==> config.mk <==
export PLATFORM = sky130hd
export DESIGN_NAME = rwpc_obuf
export DESIGN_NICKNAME = d
export VERILOG_FILES = /design/src/rtl/core/rwpc_pkg.sv /design/src/rtl/core/rwpc_ram.sv /design/src/rtl/core/rwpc_obuf.sv
export SDC_FILE = /design/constraint.sdc
export NUM_CORES = 2
export LEC_CHECK = 0
export BUFFER_PORTS_ARGS = -buffer_cell sky130_fd_sc_hd__buf_2
export CORE_MARGIN = 4
export CORE_UTILIZATION = 60
export DETAILED_ROUTE_END_ITERATION = 16
export PLACE_DENSITY_LB_ADDON = 0.05
export SYNTH_ARGS = -nofsm -noshare
export SYNTH_HDL_FRONTEND = slang
export SYNTH_SLANG_ARGS = --single-unit
==> constraint.sdc <==
create_clock -name clk -period 8.7 [get_ports clk]
set_input_delay 1.305 -clock clk [delete_from_list [all_inputs] [get_ports clk]]
set_output_delay 1.305 -clock clk [all_outputs]
set_load 0.01 [all_outputs]
==> src/rtl/core/rwpc_pkg.sv <==
package rwpc_pkg;

    // default sizes
    localparam int MAX_VERTICES_DEF = 64;
    localparam int COORD_BITS_DEF   = 16;

    // configuration register indexes
    localparam int CFG_IDX_W = 2;
    localparam logic [CFG_IDX_W-1:0] REG_WIN_LEFT   = 2'd0;
    localparam logic [CFG_IDX_W-1:0] REG_WIN_RIGHT  = 2'd1;
    localparam logic [CFG_IDX_W-1:0] REG_WIN_TOP    = 2'd2;
    localparam logic [CFG_IDX_W-1:0] REG_WIN_BOTTOM = 2'd3;

    // window reset values
    localparam int WIN_LEFT_RST   = -100;
    localparam int WIN_RIGHT_RST  = 100;
    localparam int WIN_TOP_RST    = 100;
    localparam int WIN_BOTTOM_RST = -100;

    // clip sides, in pass order
    localparam int SIDE_LEFT   = 0;
    localparam int SIDE_RIGHT  = 1;
    localparam int SIDE_TOP    = 2;
    localparam int SIDE_BOTTOM = 3;
    localparam int NUM_SIDES   = 4;

    // flags that go with each beat between stages
    typedef struct packed {
        logic has_vtx;
        logic is_end;
        logic empty;
        logic ovf;
    } tok_flags_t;

endpackage

==> src/rtl/core/rwpc_ram.sv <==
module rwpc_ram #(
    parameter int WIDTH = 32,
    parameter int DEPTH = 64
) (
    input  logic                     clk,
    input  logic                     we,
    input  logic [$clog2(DEPTH)-1:0] waddr,
    input  logic [WIDTH-1:0]         wdata,
    input  logic [$clog2(DEPTH)-1:0] raddr,
    output logic [WIDTH-1:0]         rdata
);

    logic [WIDTH-1:0] mem [DEPTH];

    // one write port, registered read
    always_ff @(posedge clk)
    begin
        if (we)
        begin
            mem[waddr] <= wdata;
        end
        rdata <= mem[raddr];
    end

endmodule

==> src/rtl/core/rwpc_obuf.sv <==
module rwpc_obuf #(
    parameter int MAX_V = rwpc_pkg::MAX_VERTICES_DEF,
    parameter int CB    = rwpc_pkg::COORD_BITS_DEF
) (
    input  logic                 clk,
    input  logic                 rst_n,
    input  logic                 in_valid,
    output logic                 in_ready,
    input  rwpc_pkg::tok_flags_t in_flags,
    input  logic signed [CB-1:0] in_x,
    input  logic signed [CB-1:0] in_y,
    output logic                 out_valid,
    input  logic                 out_ready,
    output logic signed [CB-1:0] out_x,
    output logic signed [CB-1:0] out_y,
    output logic                 out_last,
    output logic                 out_visible,
    output logic                 out_ovf
);

    localparam int AW = $clog2(MAX_V);
    localparam int CW = $clog2(MAX_V + 1);

    typedef enum logic [3:0] {
        B_FILL = 4'b0001,
        B_READ = 4'b0010,
        B_LOAD = 4'b0100,
        B_SHOW = 4'b1000
    } bstate_t;

    bstate_t state_reg, state_next;
    logic [CW-1:0]        wcnt_reg, wcnt_next;
    logic [CW-1:0]        rcnt_reg, rcnt_next;
    logic                 ovf_reg, ovf_next;
    logic                 valid_reg, valid_next;
    logic                 last_reg, last_next;
    logic                 vis_reg, vis_next;
    logic signed [CB-1:0] x_reg, y_reg, x_next, y_next;
    logic                 we;
    logic [2*CB-1:0]      rdata;

    rwpc_ram #(
        .WIDTH(2 * CB),
        .DEPTH(MAX_V)
    ) u_ram (
        .clk  (clk),
        .we   (we),
        .waddr(wcnt_reg[AW-1:0]),
        .wdata({in_y, in_x}),
        .raddr(rcnt_reg[AW-1:0]),
        .rdata(rdata)
    );

    // collect one clipped polygon, then replay it
    always_comb
    begin
        state_next = state_reg;
        wcnt_next  = wcnt_reg;
        rcnt_next  = rcnt_reg;
        ovf_next   = ovf_reg;
        valid_next = valid_reg;
        last_next  = last_reg;
        vis_next   = vis_reg;
        x_next     = x_reg;
        y_next     = y_reg;
        in_ready   = (state_reg == B_FILL);
        we         = 1'b0;
        case (state_reg)
            B_FILL:
            begin
                if (in_valid)
                begin
                    if (in_flags.has_vtx)
                    begin
                        we        = 1'b1;
                        wcnt_next = wcnt_reg + CW'(1);
                    end
                    else if (in_flags.is_end)
                    begin
                        ovf_next  = in_flags.ovf;
                        rcnt_next = '0;
                        if (in_flags.empty)
                        begin
                            x_next     = '0;
                            y_next     = '0;
                            last_next  = 1'b1;
                            vis_next   = 1'b0;
                            valid_next = 1'b1;
                            state_next = B_SHOW;
                        end
                        else
                        begin
                            state_next = B_READ;
                        end
                    end
                end
            end
            B_READ:
            begin
                state_next = B_LOAD;
            end
            B_LOAD:
            begin
                x_next     = rdata[CB-1:0];
                y_next     = rdata[2*CB-1:CB];
                last_next  = (rcnt_reg == wcnt_reg - CW'(1));
                vis_next   = 1'b1;
                valid_next = 1'b1;
                state_next = B_SHOW;
            end
            B_SHOW:
            begin
                if (out_ready)
                begin
                    valid_next = 1'b0;
                    if (last_reg)
                    begin
                        wcnt_next  = '0;
                        state_next = B_FILL;
                    end
                    else
                    begin
                        rcnt_next  = rcnt_reg + CW'(1);
                        state_next = B_READ;
                    end
                end
            end
            default:
            begin
                state_next = B_FILL;
            end
        endcase
    end

    always_ff @(posedge clk or negedge rst_n)
    begin
        if (!rst_n)
        begin
            state_reg <= B_FILL;
            wcnt_reg  <= '0;
            rcnt_reg  <= '0;
            valid_reg <= 1'b0;
        end
        else
        begin
            state_reg <= state_next;
            wcnt_reg  <= wcnt_next;
            rcnt_reg  <= rcnt_next;
            valid_reg <= valid_next;
        end
    end

    always_ff @(posedge clk)
    begin
        ovf_reg  <= ovf_next;
        last_reg <= last_next;
        vis_reg  <= vis_next;
        x_reg    <= x_next;
        y_reg    <= y_next;
    end

    assign out_valid   = valid_reg;
    assign out_x       = x_reg;
    assign out_y       = y_reg;
    assign out_last    = last_reg;
    assign out_visible = vis_reg;
    assign out_ovf     = ovf_reg;

endmodule

==> impl_metrics.csv <==
group,metric,value,unit
outcome,status,"completed",
clock_network,ctsResizeCount,0,
yosys,synth_warnings,0,
sta,hold_ws,0.4367,ns
grt,grt_max_degree,100,
clock_network,post-cts-setup-buffers,0,
setup_path,start_kind,"register",
clock_network,h-tree-depth,4,
clock_network,root_buffer,"clkbuf_16",
layout,largest_register_ffs,2048,
yosys,syn_area,0.08128,sq mm
yosys,synthCells,3736,
layout,regMostFlops,"u_ram.mem",
job,drv_cap,0,
drt,remaining_drc_errors,0,
clock_network,clk_latency,0.83,ns
grt,grt_pass1_vias,39120,
yosys,ys_seq_area_share,78.33,%
yosys,synthArstFlopShare,0.8903,%
sta,tns,0,ns
sta,setup_viol,0,
placement,placed_area,0.08392,sq mm
sta,worst_pin_slew,1.396,ns
layout,nets,3934,
grt,grt.overflow.total,0,
yosys,synth_nets,3779,
drt,ant_nets,0,
die,io_pins,77,
placement,gp_congestion,0.8710,
grt,grt_pass1_wl,299.8,mm
sta,slew_headroom,5.945,%
sta,skew,0.03430,ns
yosys,syn_avg_cell_area,21.76,sq um
pwr,vdd_drop_max,0.0002067,V
placement,port_buffers,76,
die,initial_core_util,60.68,%
yosys,synth_flop_cell,"edfxtp_1",
setup_path,critPathRequiredTime,9.34,ns
clock_network,cts_sinks,2134,
drt,num_vias,39930,
die,placementRows,134,
setup_path,crit_type,"reg -> reg",
sta,finalMaxSlewViolations,0,
setup_path,critPathMaxFanout,90,
die,dieArea,0.1414,sq mm
sta,period_needed,4.358,ns
layout,postLayoutCellArea,0.09049,sq mm
yosys,ys_ff_latch,2134,
layout,syn_to_final_growth,11.33,%
pwr,power_density,237.8,mW/mm^2
die,die_y,376.1,um
grt,grt_util_all_layers,30.47,%
sta,finalCritPeriodShare,50.09,%
clock_network,cts_hold_buf,0,
sta,hold_viol_final,0,
die,core_area,0.1340,sq mm
pwr,finalPower,21.52,mW
clock_network,clockBufferDepth,3,
pwr,power.leakage,27.22,nW
layout,n_fill_cell,8219,
layout,seqCellArea,0.06368,sq mm
clock_network,cts-buffers-inserted,203,
drt,drt_iter0_drc,5692,
setup_path,worst-endpoint-arrival,4.99,ns
yosys,synth-edff-count,2083,
drt,routed_wirelength,212.5,mm
layout,top_regs,"u_ram.mem (2048), u_ram.rdata (32)",
sta,rsz0062_at_grt,"no",
drt,viasPerCell,6.813,
drt,drt-pass1-iter-count,5,
drt,wl_per_cell,36.26,um
clock_network,cts_tree,"done",
layout,post_route_cells_drive_above_1_share,23.94,%
grt,antenna_found_initial,21,
worst_hold_path,worstHoldPathType,"in -> async",
yosys,synth.distinct_cells,64,
placement,dp_hpwl,121.4,mm
die,die_x,376.1,um
sta,max_freq,229.5,MHz
setup_path,cp-end-kind,"register",
layout,multi_input_area,0.01693,sq mm
clock_network,clk_pin_slew,0.06,ns
area by class of cell:
class	instances	share of cell area, %
flip-flops and latches	2134	70.37
multi-input cells	1385	18.71
clock buffers	284	6.283
well taps	1768	2.445
repair buffers	161	1.272
clock inverters	90	0.7964
diodes	33	0.09126
inverters	6	0.02627
worst paths after layout:
check / start / endpoint / slack, ns / cells after the start
min in group clk: state_reg[2] / state_reg[2] / 0.54 / 1
max in group asynchronous: rst_n / rcnt_reg[0] / 7.90 / 1
hold / removal: rst_n / wcnt_reg[0] / 0.44 / 1
hold reg to reg: state_reg[2] / state_reg[2] / 0.54 / 1
setup / recovery: rcnt_reg[0] / u_ram.rdata[16] / 4.34 / 7
setup reg to reg: rcnt_reg[0] / u_ram.rdata[16] / 4.34 / 7
through the flow:
step                setup slack (ns)  utilization, %  cells
floorplan                      5.008               -   3736
global placement               2.798           62.54   5438
detailed placement             4.193           62.65   5449
CTS                            4.212           67.43   5823
global route                   4.143           67.54   5859
finish                         4.342           67.55   5861
synthesized netlist by cell type, types with 7 or more instances:
library cell  instances  area [sq um]
edfxtp_1           2083         62550
mux4_2              433          9752
mux2i_1             196          1962
nor2_1              113         424.2
nand2_1              94         352.8
clkbuf_1             81         304.0
a22oi_1              71         533.0
o22ai_1              67         419.2
a21oi_1              49         245.2
buf_2                48         240.2
o21ai_0              39         195.2
and2_1               38         237.7
a22o_1               35         306.5
nand3_1              35         175.2
dfxtp_1              32         640.6
buf_4                27         202.7
buf_6                26         292.8
a221oi_1             23         201.4
nor3_1               21         105.1
buf_1                19         71.32
dfrtp_1              18         450.4
o2111ai_1            17         148.9
xnor2_1              16         140.1
a2111oi_0            14         122.6
o22a_1               14         122.6
or3_1                13         81.33
a21o_1               11         82.58
a211oi_1             10         75.07
buf_8                 8         120.1
nor2b_1               7         43.79
o41ai_1               7         61.31
routing by layer:
metal  up-vias  GRT usage, %  wire length, um
li1      16060             -                -
met1     21330         44.94            82930
met2      2200         45.38            99100
met3       335         6.349            21220
met4         8         12.88             9218
met5         -             0               56
power by group:
group	leakage [nW]	total, mW	switching, mW	internal (mW)
Clock	3.14	8.54	3.68	4.86
Combinational	4.83	1.35	0.957	0.390
Sequential	19.2	11.6	0.160	11.5
cell usage in the layout (no fill, tap or decap), types with 21 or more instances in the layout:
cell type and count:
dfxtp_1 32, clkinv_2 31, mux4_2 433, buf_4 84
clkinv_1 42, edfxtp_1 2083, nand2_1 94, nand3_1 35
nor3_1 21, buf_2 68, and2_1 37, mux2i_1 196
clkbuf_16 212, diode_2 33, o21ai_0 37, nor2_1 46
a21oi_1 49, a22oi_1 71, a22o_1 35, nor2_4 67
a221oi_1 23, o22ai_1 67, clkbuf_1 61
worst max-delay path: stages, from the launching register on:
cell	delay, ns
dfrtp_4	0.94
buf_12	0.45
buf_4	0.74
mux2i_1	0.28
a22o_1	0.14
a221oi_1	0.07
o21ai_0	1.10
a211oi_1	0.26
kinds of logic after synthesis:
group | synth area share [%]
adders and majority gates | 0.04619
and+or+nand+nor | 2.061
muxes | 14.47
AOI/OAI and AO/OA | 3.306
buffers and inverters | 1.575
DFF | 78.33
xor gates and xnor gates | 0.2155
No activity file was read; power rests on OpenSTA's default activity.
