===== config.mk =====
export PLATFORM = sky130hd
export DESIGN_NAME = rwpc_cell
export DESIGN_NICKNAME = d
export VERILOG_FILES = /design/src/rtl/core/rwpc_pkg.sv /design/src/rtl/core/rwpc_cell.sv
export SDC_FILE = /design/constraint.sdc
export NUM_CORES = 1
export LEC_CHECK = 0
export BUFFER_PORTS_ARGS = -buffer_cell sky130_fd_sc_hd__buf_2
export CAP_MARGIN = 15
export CORE_MARGIN = 2
export CORE_UTILIZATION = 34
export DETAILED_ROUTE_END_ITERATION = 10
export PLACE_DENSITY = 0.55
export SYNTH_ARGS = -nofsm -noshare
export SYNTH_HDL_FRONTEND = slang
export SYNTH_SLANG_ARGS = --single-unit

===== constraint.sdc =====
create_clock -name clk -period 9.9 [get_ports clk]
set_clock_uncertainty 0.05 [all_clocks]
set_input_delay 1.98 -clock clk [delete_from_list [all_inputs] [get_ports clk]]
set_output_delay 1.98 -clock clk [all_outputs]
set_load 0.02 [all_outputs]

===== src/rtl/core/rwpc_pkg.sv =====
package rwpc_pkg;

    // default sizes
    localparam int MAX_VERTICES_DEF = 64;
    localparam int COORD_BITS_DEF   = 16;

    // configuration register indexes
    localparam int CFG_IDX_W = 2;
    localparam logic [CFG_IDX_W-1:0] REG_WIN_LEFT   = 2'd0;
    localparam logic [CFG_IDX_W-1:0] REG_WIN_RIGHT  = 2'd1;
    localparam logic [CFG_IDX_W-1:0] REG_WIN_TOP    = 2'd2;
    localparam logic [CFG_IDX_W-1:0] REG_WIN_BOTTOM = 2'd3;

    // window reset values
    localparam int WIN_LEFT_RST   = -100;
    localparam int WIN_RIGHT_RST  = 100;
    localparam int WIN_TOP_RST    = 100;
    localparam int WIN_BOTTOM_RST = -100;

    // clip sides, in pass order
    localparam int SIDE_LEFT   = 0;
    localparam int SIDE_RIGHT  = 1;
    localparam int SIDE_TOP    = 2;
    localparam int SIDE_BOTTOM = 3;
    localparam int NUM_SIDES   = 4;

    // flags that go with each beat between stages
    typedef struct packed {
        logic has_vtx;
        logic is_end;
        logic empty;
        logic ovf;
    } tok_flags_t;

endpackage


===== src/rtl/core/rwpc_cell.sv =====
module rwpc_cell #(
    parameter int MAX_V = rwpc_pkg::MAX_VERTICES_DEF,
    parameter int CB    = rwpc_pkg::COORD_BITS_DEF,
    parameter int SIDE  = rwpc_pkg::SIDE_LEFT
) (
    input  logic                 clk,
    input  logic                 rst_n,
    input  logic signed [CB-1:0] win,
    input  logic                 in_valid,
    output logic                 in_ready,
    input  rwpc_pkg::tok_flags_t in_flags,
    input  logic signed [CB-1:0] in_x,
    input  logic signed [CB-1:0] in_y,
    output logic                 out_valid,
    input  logic                 out_ready,
    output rwpc_pkg::tok_flags_t out_flags,
    output logic signed [CB-1:0] out_x,
    output logic signed [CB-1:0] out_y
);

    localparam int  NW     = 2 * (CB + 1);
    localparam int  CW     = $clog2(MAX_V + 1);
    localparam int  SW     = $clog2(NW + 1);
    localparam bit  AXIS_X = (SIDE == rwpc_pkg::SIDE_LEFT) || (SIDE == rwpc_pkg::SIDE_RIGHT);
    localparam bit  GE     = (SIDE == rwpc_pkg::SIDE_LEFT) || (SIDE == rwpc_pkg::SIDE_BOTTOM);

    typedef enum logic [9:0] {
        S_IDLE  = 10'b0000000001,
        S_MUL   = 10'b0000000010,
        S_DINIT = 10'b0000000100,
        S_DIV   = 10'b0000001000,
        S_FIX   = 10'b0000010000,
        S_EMITX = 10'b0000100000,
        S_EMITP = 10'b0001000000,
        S_ENDCK = 10'b0010000000,
        S_CLOSE = 10'b0100000000,
        S_SEND  = 10'b1000000000
    } state_t;

    state_t state_reg, state_next;

    logic signed [CB-1:0] cur_x_reg, cur_y_reg, cur_x_next, cur_y_next;
    logic signed [CB-1:0] s_x_reg, s_y_reg, s_x_next, s_y_next;
    logic signed [CB-1:0] first_x_reg, first_y_reg, first_x_next, first_y_next;
    logic signed [CB-1:0] last_x_reg, last_y_reg, last_x_next, last_y_next;
    logic signed [CB-1:0] xp_x_reg, xp_y_reg, xp_x_next, xp_y_next;
    logic                 have_prev_reg, have_prev_next;
    logic                 end_reg, end_next;
    logic                 inovf_reg, inovf_next;
    logic                 p_in_reg, p_in_next;
    logic [CW-1:0]        cnt_reg, cnt_next;
    logic                 ovf_reg, ovf_next;
    logic signed [NW-1:0] prod_reg, prod_next;
    logic signed [CB:0]   den_reg, den_next;
    logic signed [CB-1:0] pb_reg, pb_next;
    logic [CB+1:0]        rem_reg, rem_next;
    logic [NW-1:0]        quo_reg, quo_next;
    logic [CB:0]          dmag_reg, dmag_next;
    logic                 qneg_reg, qneg_next;
    logic [SW-1:0]        step_reg, step_next;
    logic                 out_valid_reg, out_valid_next;
    rwpc_pkg::tok_flags_t out_flags_reg, out_flags_next;
    logic signed [CB-1:0] out_x_reg, out_y_reg, out_x_next, out_y_next;

    // combinational helpers
    logic signed [CB-1:0] tok_axis, old_axis, pa, sa, pb, sb;
    logic                 tok_in, old_in, out_free;
    logic signed [CB:0]   d_wa, d_b, d_a;
    logic [CB+1:0]        rem_sh;
    logic                 rem_ge;
    logic signed [CB+1:0] q_s, s_v;
    logic signed [CB-1:0] cand_x, cand_y;

    always_comb
    begin
        tok_axis = AXIS_X ? in_x : in_y;
        old_axis = AXIS_X ? cur_x_reg : cur_y_reg;
        tok_in   = GE ? (tok_axis >= win) : (tok_axis <= win);
        old_in   = GE ? (old_axis >= win) : (old_axis <= win);
        pa       = AXIS_X ? cur_x_reg : cur_y_reg;
        pb       = AXIS_X ? cur_y_reg : cur_x_reg;
        sa       = AXIS_X ? s_x_reg : s_y_reg;
        sb       = AXIS_X ? s_y_reg : s_x_reg;
        d_wa     = (CB+1)'(win) - (CB+1)'(pa);
        d_b      = (CB+1)'(sb) - (CB+1)'(pb);
        d_a      = (CB+1)'(sa) - (CB+1)'(pa);
        rem_sh   = {rem_reg[CB:0], quo_reg[NW-1]};
        rem_ge   = rem_sh >= {1'b0, dmag_reg};
        q_s      = qneg_reg ? -$signed(quo_reg[CB+1:0]) : $signed(quo_reg[CB+1:0]);
        s_v      = q_s + (CB+2)'(pb_reg);
        if (s_v < 0)
        begin
            s_v = s_v + (CB+2)'(1);
        end
        out_free = !out_valid_reg || out_ready;
    end

    // pick the vertex that an emit state hands on
    always_comb
    begin
        case (state_reg)
            S_EMITX:
            begin
                cand_x = xp_x_reg;
                cand_y = xp_y_reg;
            end
            S_CLOSE:
            begin
                cand_x = first_x_reg;
                cand_y = first_y_reg;
            end
            default:
            begin
                cand_x = cur_x_reg;
                cand_y = cur_y_reg;
            end
        endcase
    end

    // control and datapath next state
    always_comb
    begin
        state_next     = state_reg;
        cur_x_next     = cur_x_reg;
        cur_y_next     = cur_y_reg;
        s_x_next       = s_x_reg;
        s_y_next       = s_y_reg;
        first_x_next   = first_x_reg;
        first_y_next   = first_y_reg;
        last_x_next    = last_x_reg;
        last_y_next    = last_y_reg;
        xp_x_next      = xp_x_reg;
        xp_y_next      = xp_y_reg;
        have_prev_next = have_prev_reg;
        end_next       = end_reg;
        inovf_next     = inovf_reg;
        p_in_next      = p_in_reg;
        cnt_next       = cnt_reg;
        ovf_next       = ovf_reg;
        prod_next      = prod_reg;
        den_next       = den_reg;
        pb_next        = pb_reg;
        rem_next       = rem_reg;
        quo_next       = quo_reg;
        dmag_next      = dmag_reg;
        qneg_next      = qneg_reg;
        step_next      = step_reg;
        out_valid_next = out_ready ? 1'b0 : out_valid_reg;
        out_flags_next = out_flags_reg;
        out_x_next     = out_x_reg;
        out_y_next     = out_y_reg;
        in_ready       = (state_reg == S_IDLE);

        case (state_reg)
            S_IDLE:
            begin
                if (in_valid)
                begin
                    end_next   = in_flags.is_end;
                    inovf_next = in_flags.ovf;
                    if (in_flags.has_vtx)
                    begin
                        s_x_next       = cur_x_reg;
                        s_y_next       = cur_y_reg;
                        cur_x_next     = in_x;
                        cur_y_next     = in_y;
                        p_in_next      = tok_in;
                        have_prev_next = 1'b1;
                        if (have_prev_reg && (old_in != tok_in))
                        begin
                            state_next = S_MUL;
                        end
                        else if (tok_in)
                        begin
                            state_next = S_EMITP;
                        end
                        else if (in_flags.is_end)
                        begin
                            state_next = S_ENDCK;
                        end
                    end
                    else if (in_flags.is_end)
                    begin
                        state_next = S_ENDCK;
                    end
                end
            end
            // product and denominator of the crossing
            S_MUL:
            begin
                prod_next  = NW'(d_wa * d_b);
                den_next   = d_a;
                pb_next    = pb;
                state_next = S_DINIT;
            end
            S_DINIT:
            begin
                quo_next   = prod_reg[NW-1] ? NW'(-prod_reg) : NW'(prod_reg);
                dmag_next  = den_reg[CB] ? (CB+1)'(-den_reg) : (CB+1)'(den_reg);
                qneg_next  = prod_reg[NW-1] ^ den_reg[CB];
                rem_next   = '0;
                step_next  = SW'(NW);
                state_next = S_DIV;
            end
            // restoring divide, one quotient bit a cycle
            S_DIV:
            begin
                rem_next  = rem_ge ? (rem_sh - {1'b0, dmag_reg}) : rem_sh;
                quo_next  = {quo_reg[NW-2:0], rem_ge};
                step_next = step_reg - SW'(1);
                if (step_reg == SW'(1))
                begin
                    state_next = S_FIX;
                end
            end
            S_FIX:
            begin
                if (AXIS_X)
                begin
                    xp_x_next = win;
                    xp_y_next = s_v[CB-1:0];
                end
                else
                begin
                    xp_x_next = s_v[CB-1:0];
                    xp_y_next = win;
                end
                state_next = S_EMITX;
            end
            S_EMITX, S_EMITP, S_CLOSE:
            begin
                if ((cnt_reg >= CW'(MAX_V)) || out_free)
                begin
                    if (cnt_reg >= CW'(MAX_V))
                    begin
                        ovf_next = 1'b1;
                    end
                    else
                    begin
                        out_valid_next = 1'b1;
                        out_flags_next = '{has_vtx: 1'b1, is_end: 1'b0, empty: 1'b0, ovf: 1'b0};
                        out_x_next     = cand_x;
                        out_y_next     = cand_y;
                        cnt_next       = cnt_reg + CW'(1);
                        last_x_next    = cand_x;
                        last_y_next    = cand_y;
                        if (cnt_reg == '0)
                        begin
                            first_x_next = cand_x;
                            first_y_next = cand_y;
                        end
                    end
                    if (state_reg == S_CLOSE)
                    begin
                        state_next = S_SEND;
                    end
                    else if ((state_reg == S_EMITX) && p_in_reg)
                    begin
                        state_next = S_EMITP;
                    end
                    else if (end_reg)
                    begin
                        state_next = S_ENDCK;
                    end
                    else
                    begin
                        state_next = S_IDLE;
                    end
                end
            end
            // close the pass output when it does not end on its start
            S_ENDCK:
            begin
                if ((cnt_reg != '0) &&
                    ((first_x_reg != last_x_reg) || (first_y_reg != last_y_reg)))
                begin
                    state_next = S_CLOSE;
                end
                else
                begin
                    state_next = S_SEND;
                end
            end
            S_SEND:
            begin
                if (out_free)
                begin
                    out_valid_next = 1'b1;
                    out_flags_next = '{has_vtx: 1'b0, is_end: 1'b1,
                                       empty: (cnt_reg == '0), ovf: ovf_reg | inovf_reg};
                    out_x_next     = '0;
                    out_y_next     = '0;
                    cnt_next       = '0;
                    ovf_next       = 1'b0;
                    have_prev_next = 1'b0;
                    state_next     = S_IDLE;
                end
            end
            default:
            begin
                state_next = S_IDLE;
            end
        endcase
    end

    // control registers
    always_ff @(posedge clk or negedge rst_n)
    begin
        if (!rst_n)
        begin
            state_reg     <= S_IDLE;
            have_prev_reg <= 1'b0;
            cnt_reg       <= '0;
            ovf_reg       <= 1'b0;
            out_valid_reg <= 1'b0;
        end
        else
        begin
            state_reg     <= state_next;
            have_prev_reg <= have_prev_next;
            cnt_reg       <= cnt_next;
            ovf_reg       <= ovf_next;
            out_valid_reg <= out_valid_next;
        end
    end

    // payload registers
    always_ff @(posedge clk)
    begin
        cur_x_reg     <= cur_x_next;
        cur_y_reg     <= cur_y_next;
        s_x_reg       <= s_x_next;
        s_y_reg       <= s_y_next;
        first_x_reg   <= first_x_next;
        first_y_reg   <= first_y_next;
        last_x_reg    <= last_x_next;
        last_y_reg    <= last_y_next;
        xp_x_reg      <= xp_x_next;
        xp_y_reg      <= xp_y_next;
        end_reg       <= end_next;
        inovf_reg     <= inovf_next;
        p_in_reg      <= p_in_next;
        prod_reg      <= prod_next;
        den_reg       <= den_next;
        pb_reg        <= pb_next;
        rem_reg       <= rem_next;
        quo_reg       <= quo_next;
        dmag_reg      <= dmag_next;
        qneg_reg      <= qneg_next;
        step_reg      <= step_next;
        out_flags_reg <= out_flags_next;
        out_x_reg     <= out_x_next;
        out_y_reg     <= out_y_next;
    end

    assign out_valid = out_valid_reg;
    assign out_flags = out_flags_reg;
    assign out_x     = out_x_reg;
    assign out_y     = out_y_reg;

endmodule


==> results of run 1 <==
==> area by class of cell <==
cell class | count | share of cell area
timing repair buffer | 243 | 0.0473
sequential | 361 | 0.319
clock buffer | 53 | 0.0324
multi-input combinational | 1904 | 0.504
inverter | 435 | 0.0484
tap | 1155 | 0.0429
clock inverter | 23 | 0.00616
==> metrics by stage <==
step,worst slack (ns),area (um2),std cells,setup TNS [ns]
finish,0.372,33700,4174,0
global route,0.00407,33700,4174,0
CTS,0.360,33700,4174,0
detailed placement,-0.196,32400,4098,-0.364
global placement,-0.184,32400,4098,-0.337
floorplan,0.250,29600,2774,0
==> cells in the final DEF (no fill, tap or decap), drive strengths merged, types with 101 or more instances in the layout <==
cell type  Yosys  layout
nand2        267     267
xor2         112     112
inv          435     435
o21ai        101     101
buf            8     243
ha           191     191
nor2         185     185
fa           301     301
edfxtp       341     341
xnor2        121     121
==> final timing paths <==
| path | start | to | slack (ns) | cells past startpoint |
|---|---|---|---|---|
| max in group asynchronous | rst_n | state_reg[0]$_DFFE_PN1P_ | 8.11 | 1 |
| max reg2reg | cur_y_reg[0]$_DFFE_PP_ | prod_reg[33]$_DFFE_PN_ | 0.69 | 34 |
| min reg2reg | cur_x_reg[15]$_DFFE_PP_ | s_x_reg[15]$_DFFE_PP_ | 0.40 | 0 |
| min in group asynchronous | rst_n | cnt_reg[1]$_DFFE_PN0P_ | 1.32 | 1 |
| max | win[1] | prod_reg[33]$_DFFE_PN_ | 0.37 | 32 |
| min | cur_x_reg[15]$_DFFE_PP_ | s_x_reg[15]$_DFFE_PP_ | 0.40 | 0 |
==> layer usage <==
metal	vias up	global-route usage	part of all wire
met5	-	0	0.00029
met4	4	0.0395	0.022
met3	78	0.0213	0.044
met2	397	0.274	0.46
met1	9830	0.239	0.47
li1	9661	-	-
==> worst max-delay path: cells and delay by family <==
kind	cells	cell delay [ns]
AND/OR/NAND/NOR	3	0.31
AO/OA/AOI/OAI	12	2.46
XOR/XNOR	2	0.35
buffers and inverters	7	0.85
adder cells (fa/ha/maj)	8	3.83
==> cells by family (layout without fill, tap and decap cells) <==
group,count (synthesis),after routing,share of synthesized area
AOI/OAI and AO/OA,363,363,0.0824
and+or+nand+nor,796,796,0.129
adders and majority gates,492,492,0.285
muxes,20,20,0.00677
DFF,361,361,0.363
xor gates and xnor gates,233,233,0.0695
buffers and inverters,509,754,0.0646
==> flow_summary.html, run 1 <==
<table>
<tr><th>Metric</th><th>Value</th></tr>
<tr><th colspan="2">Status</th></tr>
<tr><td>Result of the run</td><td>finished, final reports clean</td></tr>
<tr><th colspan="2">Clock tree</th></tr>
<tr><td>Clock tree from TritonCTS</td><td>done</td></tr>
<tr><td>Hold bufs inserted after CTS</td><td>0</td></tr>
<tr><td>Clock tree root driver cell</td><td>sky130_fd_sc_hd__clkbuf_16</td></tr>
<tr><td>Setup Fix Bufs, Post-CTS</td><td>0</td></tr>
<tr><td>Number of gates given a new drive strength after cts</td><td>0</td></tr>
<tr><td>Number of buffers added by the clock tree synthesis step</td><td>42</td></tr>
<tr><td># H-tree levels</td><td>2</td></tr>
<tr><td>Maximum clock path buffer count</td><td>3</td></tr>
<tr><td>Clk sinks</td><td>361</td></tr>
<tr><td>Clock latency reported for the late side of the worst-skew pair</td><td>0.58 ns</td></tr>
<tr><td>Clock transition at the registers of the reported paths</td><td>0.06 ns</td></tr>
<tr><th colspan="2">Floorplanning</th></tr>
<tr><td>Die footprint</td><td>89,300 um2</td></tr>
<tr><td>Initial standard-cell utilization of the core</td><td>0.342</td></tr>
<tr><td>Num ports</td><td>94</td></tr>
<tr><td>Height of the die</td><td>299 um</td></tr>
<tr><td>Site Rows</td><td>108</td></tr>
<tr><td>Placeable core area</td><td>86,500 um2</td></tr>
<tr><td>Die X</td><td>299 um</td></tr>
<tr><th colspan="2">Yosys</th></tr>
<tr><td>Register area share after synthesis</td><td>0.363</td></tr>
<tr><td>Area contributors post-synth</td><td>sky130_fd_sc_hd__edfxtp_1 (35%), sky130_fd_sc_hd__fa_1 (20%), sky130_fd_sc_hd__ha_1 (8.1%), sky130_fd_sc_hd__inv_1 (5.5%), sky130_fd_sc_hd__xnor2_1 (3.5%)</td></tr>
<tr><td>Synth area leader</td><td>sky130_fd_sc_hd__edfxtp_1</td></tr>
<tr><td>Syn Inst Count</td><td>2,774</td></tr>
<tr><td>Area share of the largest cell type after synthesis</td><td>0.346</td></tr>
<tr><td>Top cells by instance count after synthesis</td><td>sky130_fd_sc_hd__inv_1 (435), sky130_fd_sc_hd__edfxtp_1 (341), sky130_fd_sc_hd__fa_1 (301)</td></tr>
<tr><td>Number of different library cells in the post-synthesis netlist</td><td>72</td></tr>
<tr><td>Nets in the synthesized netlist</td><td>3,322</td></tr>
<tr><td>Number of enable-type register cells in the synthesized netlist</td><td>341</td></tr>
<tr><td>#FFs+latches synth</td><td>361</td></tr>
<tr><td>Mean instance size in the synthesized netlist</td><td>10.7 um2</td></tr>
<tr><td>Library cell with the highest instance count after synthesis</td><td>sky130_fd_sc_hd__inv_1</td></tr>
<tr><td>Share of flip-flops with an asynchronous set or reset after synthesis</td><td>0.0554</td></tr>
<tr><td>Prevailing post-synth register cell</td><td>sky130_fd_sc_hd__edfxtp_1</td></tr>
<tr><td>Yosys warns</td><td>0</td></tr>
<tr><td>Total standard cell area after synthesis</td><td>29,600 um2</td></tr>
<tr><th colspan="2">Critical path</th></tr>
<tr><td>Cell seen most often among critical-path stages</td><td>sky130_fd_sc_hd__fa_1</td></tr>
<tr><td>Type of the worst setup path</td><td>in2reg</td></tr>
<tr><td>Largest incremental delay on the critical path</td><td>0.55 ns</td></tr>
<tr><td>Max FO, Critical Path</td><td>9</td></tr>
<tr><td>Worst path slowest cell</td><td>sky130_fd_sc_hd__fa_1</td></tr>
<tr><td>Sort of element at the end of the critical path</td><td>flop</td></tr>
<tr><td>Startpoint class of the critical path</td><td>input pin</td></tr>
<tr><td>WP data arrival</td><td>9.80 ns</td></tr>
<tr><td>Data required time of the critical path</td><td>10.17 ns</td></tr>
<tr><th colspan="2">Placed design</th></tr>
<tr><td>PortBufs</td><td>92</td></tr>
<tr><td>Sum of net half-perimeters after detailed placement</td><td>58,500 um</td></tr>
<tr><td>Placer Congestion</td><td>0.876</td></tr>
<tr><th colspan="2">Global routing</th></tr>
<tr><td>Wire length of the first global-routing pass</td><td>118,000 um</td></tr>
<tr><td>Maximum number of pins on one net before global-route repair</td><td>69</td></tr>
<tr><td>Overflow left after global routing</td><td>0</td></tr>
<tr><td>Initial antenna violation count</td><td>2</td></tr>
<tr><td>Via count of the first global-routing pass</td><td>20,900</td></tr>
<tr><td>Overall fraction of global-route tracks in use</td><td>0.168</td></tr>
<tr><th colspan="2">Finish</th></tr>
<tr><td>Total area of multi-input combinational cells</td><td>17,000 um2</td></tr>
<tr><td>Share of post-route cells with drive strength above 1</td><td>0.114</td></tr>
<tr><td>N_diodes</td><td>0</td></tr>
<tr><td>Fill cell total of the finished layout</td><td>8,487</td></tr>
<tr><td>Utilization after layout</td><td>0.390</td></tr>
<tr><td>Nets</td><td>3,535</td></tr>
<tr><td>Layout overhead on the synthesized area</td><td>14.0%</td></tr>
<tr><td>Area used by sequential logic in the layout</td><td>10,700 um2</td></tr>
<tr><th colspan="2">Timing</th></tr>
<tr><td>Worst hold margin</td><td>0.396 ns</td></tr>
<tr><td>Fmax</td><td>105 MHz</td></tr>
<tr><td>Final setup violation count</td><td>0</td></tr>
<tr><td>Slew at the pin with the worst max-slew slack</td><td>0.999 ns</td></tr>
<tr><td>Final Cycle Share</td><td>0.962</td></tr>
<tr><td>Pins over their slew limit</td><td>0</td></tr>
<tr><td>Unrepaired setup endpoints after global routing</td><td>false</td></tr>
<tr><td>Min Tclk post-route</td><td>9.53 ns</td></tr>
<tr><td>Max-slew headroom</td><td>0.331</td></tr>
<tr><td>Count of endpoints failing hold in the final timing report</td><td>0</td></tr>
<tr><th colspan="2">Routing</th></tr>
<tr><td>Routed Wire Length</td><td>73,200 um</td></tr>
<tr><td>DR vias</td><td>20,000</td></tr>
<tr><td>Number of DRC markers after the initial detailed-route iteration</td><td>1,119</td></tr>
<tr><td>Count of TritonRoute iterations in the first routing pass</td><td>5</td></tr>
<tr><td>Antenna violation net count after detailed routing</td><td>0</td></tr>
<tr><td>Residual DRC count</td><td>0</td></tr>
<tr><td>Via/cell ratio</td><td>4.78</td></tr>
<tr><td>Routed wirelength normalized by instance count</td><td>17.5 um</td></tr>
<tr><th colspan="2">Min path</th></tr>
<tr><td>Class of the tightest hold or removal check</td><td>reg2reg</td></tr>
<tr><th colspan="2">Run</th></tr>
<tr><td># Max-Cap Violations</td><td>0</td></tr>
</table>
Power of run 1 is left out: the tool's default activity adds up to more than one toggle a clock period on the data nets, which glitch-free logic cannot reach.
==> run 2: changes to the inputs <==
Settings changed: CELL_PAD_IN_SITES_DETAIL_PLACEMENT from default to 0, CELL_PAD_IN_SITES_GLOBAL_PLACEMENT from default to 2, PLACE_DENSITY 0.55 to 0.73.
==> run 2 against run 1 <==
Against the previous run:
- utilization up 0.24 points
- sequential share of layout area down 0.19 points
- non-clock buffer count grew 4
- critical path depth increased by 4
==> flow_summary.html, run 2 (synthesis gave the netlist of run 1 again) <==
<table>
<tr><th>Metric</th><th>Value</th></tr>
<tr><th colspan="2">Placed design</th></tr>
<tr><td>Sum of net half-perimeters after detailed placement</td><td>61,400 um (+4.9%)</td></tr>
<tr><td>Instance area after placement</td><td>32,400 um2 (+0.11%)</td></tr>
<tr><td>PortBufs</td><td>92 (unchanged)</td></tr>
<tr><td>Placer Congestion</td><td>0.881 (+0.62%)</td></tr>
<tr><th colspan="2">Critical path</th></tr>
<tr><td>Number of buffers and inverters on the critical path</td><td>9 (+2)</td></tr>
<tr><td>Worst path slowest cell</td><td>sky130_fd_sc_hd__fa_1</td></tr>
<tr><td>WP data arrival</td><td>9.68 ns (-0.12 ns)</td></tr>
<tr><td>Sort of element at the end of the critical path</td><td>flop</td></tr>
<tr><td>Type of the worst setup path</td><td>in2reg</td></tr>
<tr><td>Largest incremental delay on the critical path</td><td>0.58 ns (+0.03 ns)</td></tr>
<tr><td>Data required time of the critical path</td><td>10.18 ns (about the same)</td></tr>
<tr><td>Max FO, Critical Path</td><td>7 (-2)</td></tr>
<tr><td>Top delay family on crit path</td><td>adder cells</td></tr>
<tr><td>Startpoint class of the critical path</td><td>input pin</td></tr>
<tr><th colspan="2">Clock tree</th></tr>
<tr><td># H-tree levels</td><td>2 (unchanged)</td></tr>
<tr><td>Hold bufs inserted after CTS</td><td>0 (unchanged)</td></tr>
<tr><td>Clock latency reported for the late side of the worst-skew pair</td><td>0.59 ns (about the same)</td></tr>
<tr><td>Number of buffers added by the clock tree synthesis step</td><td>42 (unchanged)</td></tr>
<tr><td>Clock transition at the registers of the reported paths</td><td>0.06 ns (about the same)</td></tr>
<tr><td>Clock tree root driver cell</td><td>sky130_fd_sc_hd__clkbuf_16</td></tr>
<tr><td>Maximum clock path buffer count</td><td>3 (unchanged)</td></tr>
<tr><td>Clk sinks</td><td>361 (unchanged)</td></tr>
<tr><td>Clock tree from TritonCTS</td><td>done</td></tr>
<tr><th colspan="2">Floorplanning</th></tr>
<tr><td>Height of the die</td><td>299 um (unchanged)</td></tr>
<tr><td>Initial standard-cell utilization of the core</td><td>0.342 (unchanged)</td></tr>
<tr><td>Site Rows</td><td>108 (unchanged)</td></tr>
<tr><td>Num ports</td><td>94 (unchanged)</td></tr>
<tr><td>Placeable core area</td><td>86,500 um2 (unchanged)</td></tr>
<tr><td>Die footprint</td><td>89,300 um2 (unchanged)</td></tr>
<tr><td>Die X</td><td>299 um (unchanged)</td></tr>
<tr><th colspan="2">Finish</th></tr>
<tr><td>Final design area excluding fillers</td><td>33,900 um2 (+0.60%)</td></tr>
<tr><td>Fill cell total of the finished layout</td><td>8,471 (-0.19%)</td></tr>
<tr><td>Layout overhead on the synthesized area</td><td>14.7%</td></tr>
<tr><td>Share of post-route cells with drive strength above 1</td><td>0.119 (+0.00477)</td></tr>
<tr><td>Nets</td><td>3,539 (+0.11%)</td></tr>
<tr><td>Utilization after layout</td><td>0.392 (+0.00236)</td></tr>
<tr><td>Commonest cells after routing, fill and taps aside</td><td>sky130_fd_sc_hd__inv_1 (435), sky130_fd_sc_hd__edfxtp_1 (341), sky130_fd_sc_hd__fa_1 (300)</td></tr>
<tr><td>Most common library cell in the layout ignoring fill and taps</td><td>sky130_fd_sc_hd__inv_1</td></tr>
<tr><th colspan="2">Routing</th></tr>
<tr><td>Residual DRC count</td><td>0 (unchanged)</td></tr>
<tr><td>Routed Wire Length</td><td>76,700 um (+4.7%)</td></tr>
<tr><td>Routed wirelength normalized by instance count</td><td>18.3 um (+4.5%)</td></tr>
<tr><td>Number of DRC markers after the initial detailed-route iteration</td><td>1,291 (+15%)</td></tr>
<tr><td>Antenna violation net count after detailed routing</td><td>0 (unchanged)</td></tr>
<tr><td>Count of TritonRoute iterations in the first routing pass</td><td>5 (unchanged)</td></tr>
<tr><td>DR vias</td><td>20,400 (+2.1%)</td></tr>
<tr><td>Via/cell ratio</td><td>4.88 (+1.9%)</td></tr>
<tr><th colspan="2">Timing</th></tr>
<tr><td>Min Tclk post-route</td><td>9.41 ns (-0.120 ns)</td></tr>
<tr><td>Worst hold margin</td><td>0.396 ns (-0.0000150 ns)</td></tr>
<tr><td>Final setup violation count</td><td>0 (unchanged)</td></tr>
<tr><td>Count of endpoints failing hold in the final timing report</td><td>0 (unchanged)</td></tr>
<tr><td>Final Cycle Share</td><td>0.950 (-0.0121)</td></tr>
<tr><td>Max-slew headroom</td><td>0.292 (-0.0384)</td></tr>
<tr><td>Slew at the pin with the worst max-slew slack</td><td>1.06 ns (+0.0625 ns)</td></tr>
<tr><td>Pins over their slew limit</td><td>0 (unchanged)</td></tr>
<tr><td>Unrepaired setup endpoints after global routing</td><td>false</td></tr>
<tr><td>Fmax</td><td>106 MHz (+1.3%)</td></tr>
<tr><th colspan="2">Global routing</th></tr>
<tr><td>Initial antenna violation count</td><td>4 (+2)</td></tr>
<tr><td>Overall fraction of global-route tracks in use</td><td>0.177 (+0.00879)</td></tr>
<tr><td>Wire length of the first global-routing pass</td><td>124,000 um (+5.0%)</td></tr>
<tr><td>Via count of the first global-routing pass</td><td>21,500 (+2.9%)</td></tr>
<tr><td>Overflow left after global routing</td><td>0 (unchanged)</td></tr>
<tr><td>Maximum number of pins on one net before global-route repair</td><td>69 (unchanged)</td></tr>
<tr><th colspan="2">Min path</th></tr>
<tr><td>Class of the tightest hold or removal check</td><td>reg2reg</td></tr>
<tr><th colspan="2">Status</th></tr>
<tr><td>Result of the run</td><td>finished, final reports clean</td></tr>
<tr><th colspan="2">Run</th></tr>
<tr><td># Max-Cap Violations</td><td>0 (unchanged)</td></tr>
</table>
## run 2: changes by cell type in the layout (fill, tap and decap cells not counted), moves of 3 or more
cell	previous run	this run
sky130_fd_sc_hd__buf_4	151	154
sky130_fd_sc_hd__clkinv_2	4	9
sky130_fd_sc_hd__clkinv_1	11	2
sky130_fd_sc_hd__clkbuf_1	11	7
sky130_fd_sc_hd__clkbuf_8	0	3
sky130_fd_sc_hd__bufinv_16	2	7
## run 2: area by class of cell
cell class	count	area, um2	area share
Multi-Input combinational cell	1904	17000	0.501
Sequential cell	361	10700	0.317
Timing Repair Buffer	247	1640	0.0482
Inverter	435	1630	0.0481
Tap cell	1155	1450	0.0426
Clock buffer	52	1120	0.0330
Clock inverter	25	357	0.0105
Antenna cell	2	5.00	0.000148
## run 2: per-layer routing
metal / share of wire / global-route usage
met4: 0.020 / 0.0374
met3: 0.046 / 0.0223
met5: 0.00034 / 0
met1: 0.47 / 0.254
met2: 0.47 / 0.288
## run 2: final timing paths
kind	cells after the start	to	startpoint	slack, ns
setup / recovery	36	prod_reg[33]$_DFFE_PN_	win[0]	0.49
hold / removal	0	s_x_reg[10]$_DFFE_PP_	cur_x_reg[10]$_DFFE_PP_	0.40
setup reg to reg	32	prod_reg[33]$_DFFE_PN_	cur_y_reg[0]$_DFFE_PP_	0.61
hold reg to reg	0	s_x_reg[10]$_DFFE_PP_	cur_x_reg[10]$_DFFE_PP_	0.40
max in group asynchronous	1	state_reg[0]$_DFFE_PN1P_	rst_n	8.10
min in group asynchronous	1	cnt_reg[6]$_DFFE_PN0P_	rst_n	1.32
## run 2: stage by stage
step,instances,setup TNS (ns),worst slack (ns)
after floorplan,2774,0,0.250
after global placement,4102,-1.31,-0.305
after detailed placement,4102,-1.04,-0.303
after CTS,4179,0,0.262
after global routing,4179,0,0.00485
final,4181,0,0.492
## run 2: worst register-to-register path: cells and delay by family (launching register included)
kind / cells / cell delay (ns)
and+or+nand+nor: 3 / 0.34
DFF: 1 / 0.51
adders and majority gates: 9 / 4.32
xor gates and xnor gates: 2 / 0.67
buffers and inverters: 4 / 0.41
AOI/OAI and AO/OA: 14 / 2.75
## run 2: what timing repair did
action	4_1_cts	5_1_grt
resized for setup	0	10
setup buffers	0	0
endpoints found under the setup margin	0	4
endpoints found under the hold margin	0	0
Power of run 2 is left out for the same reason.
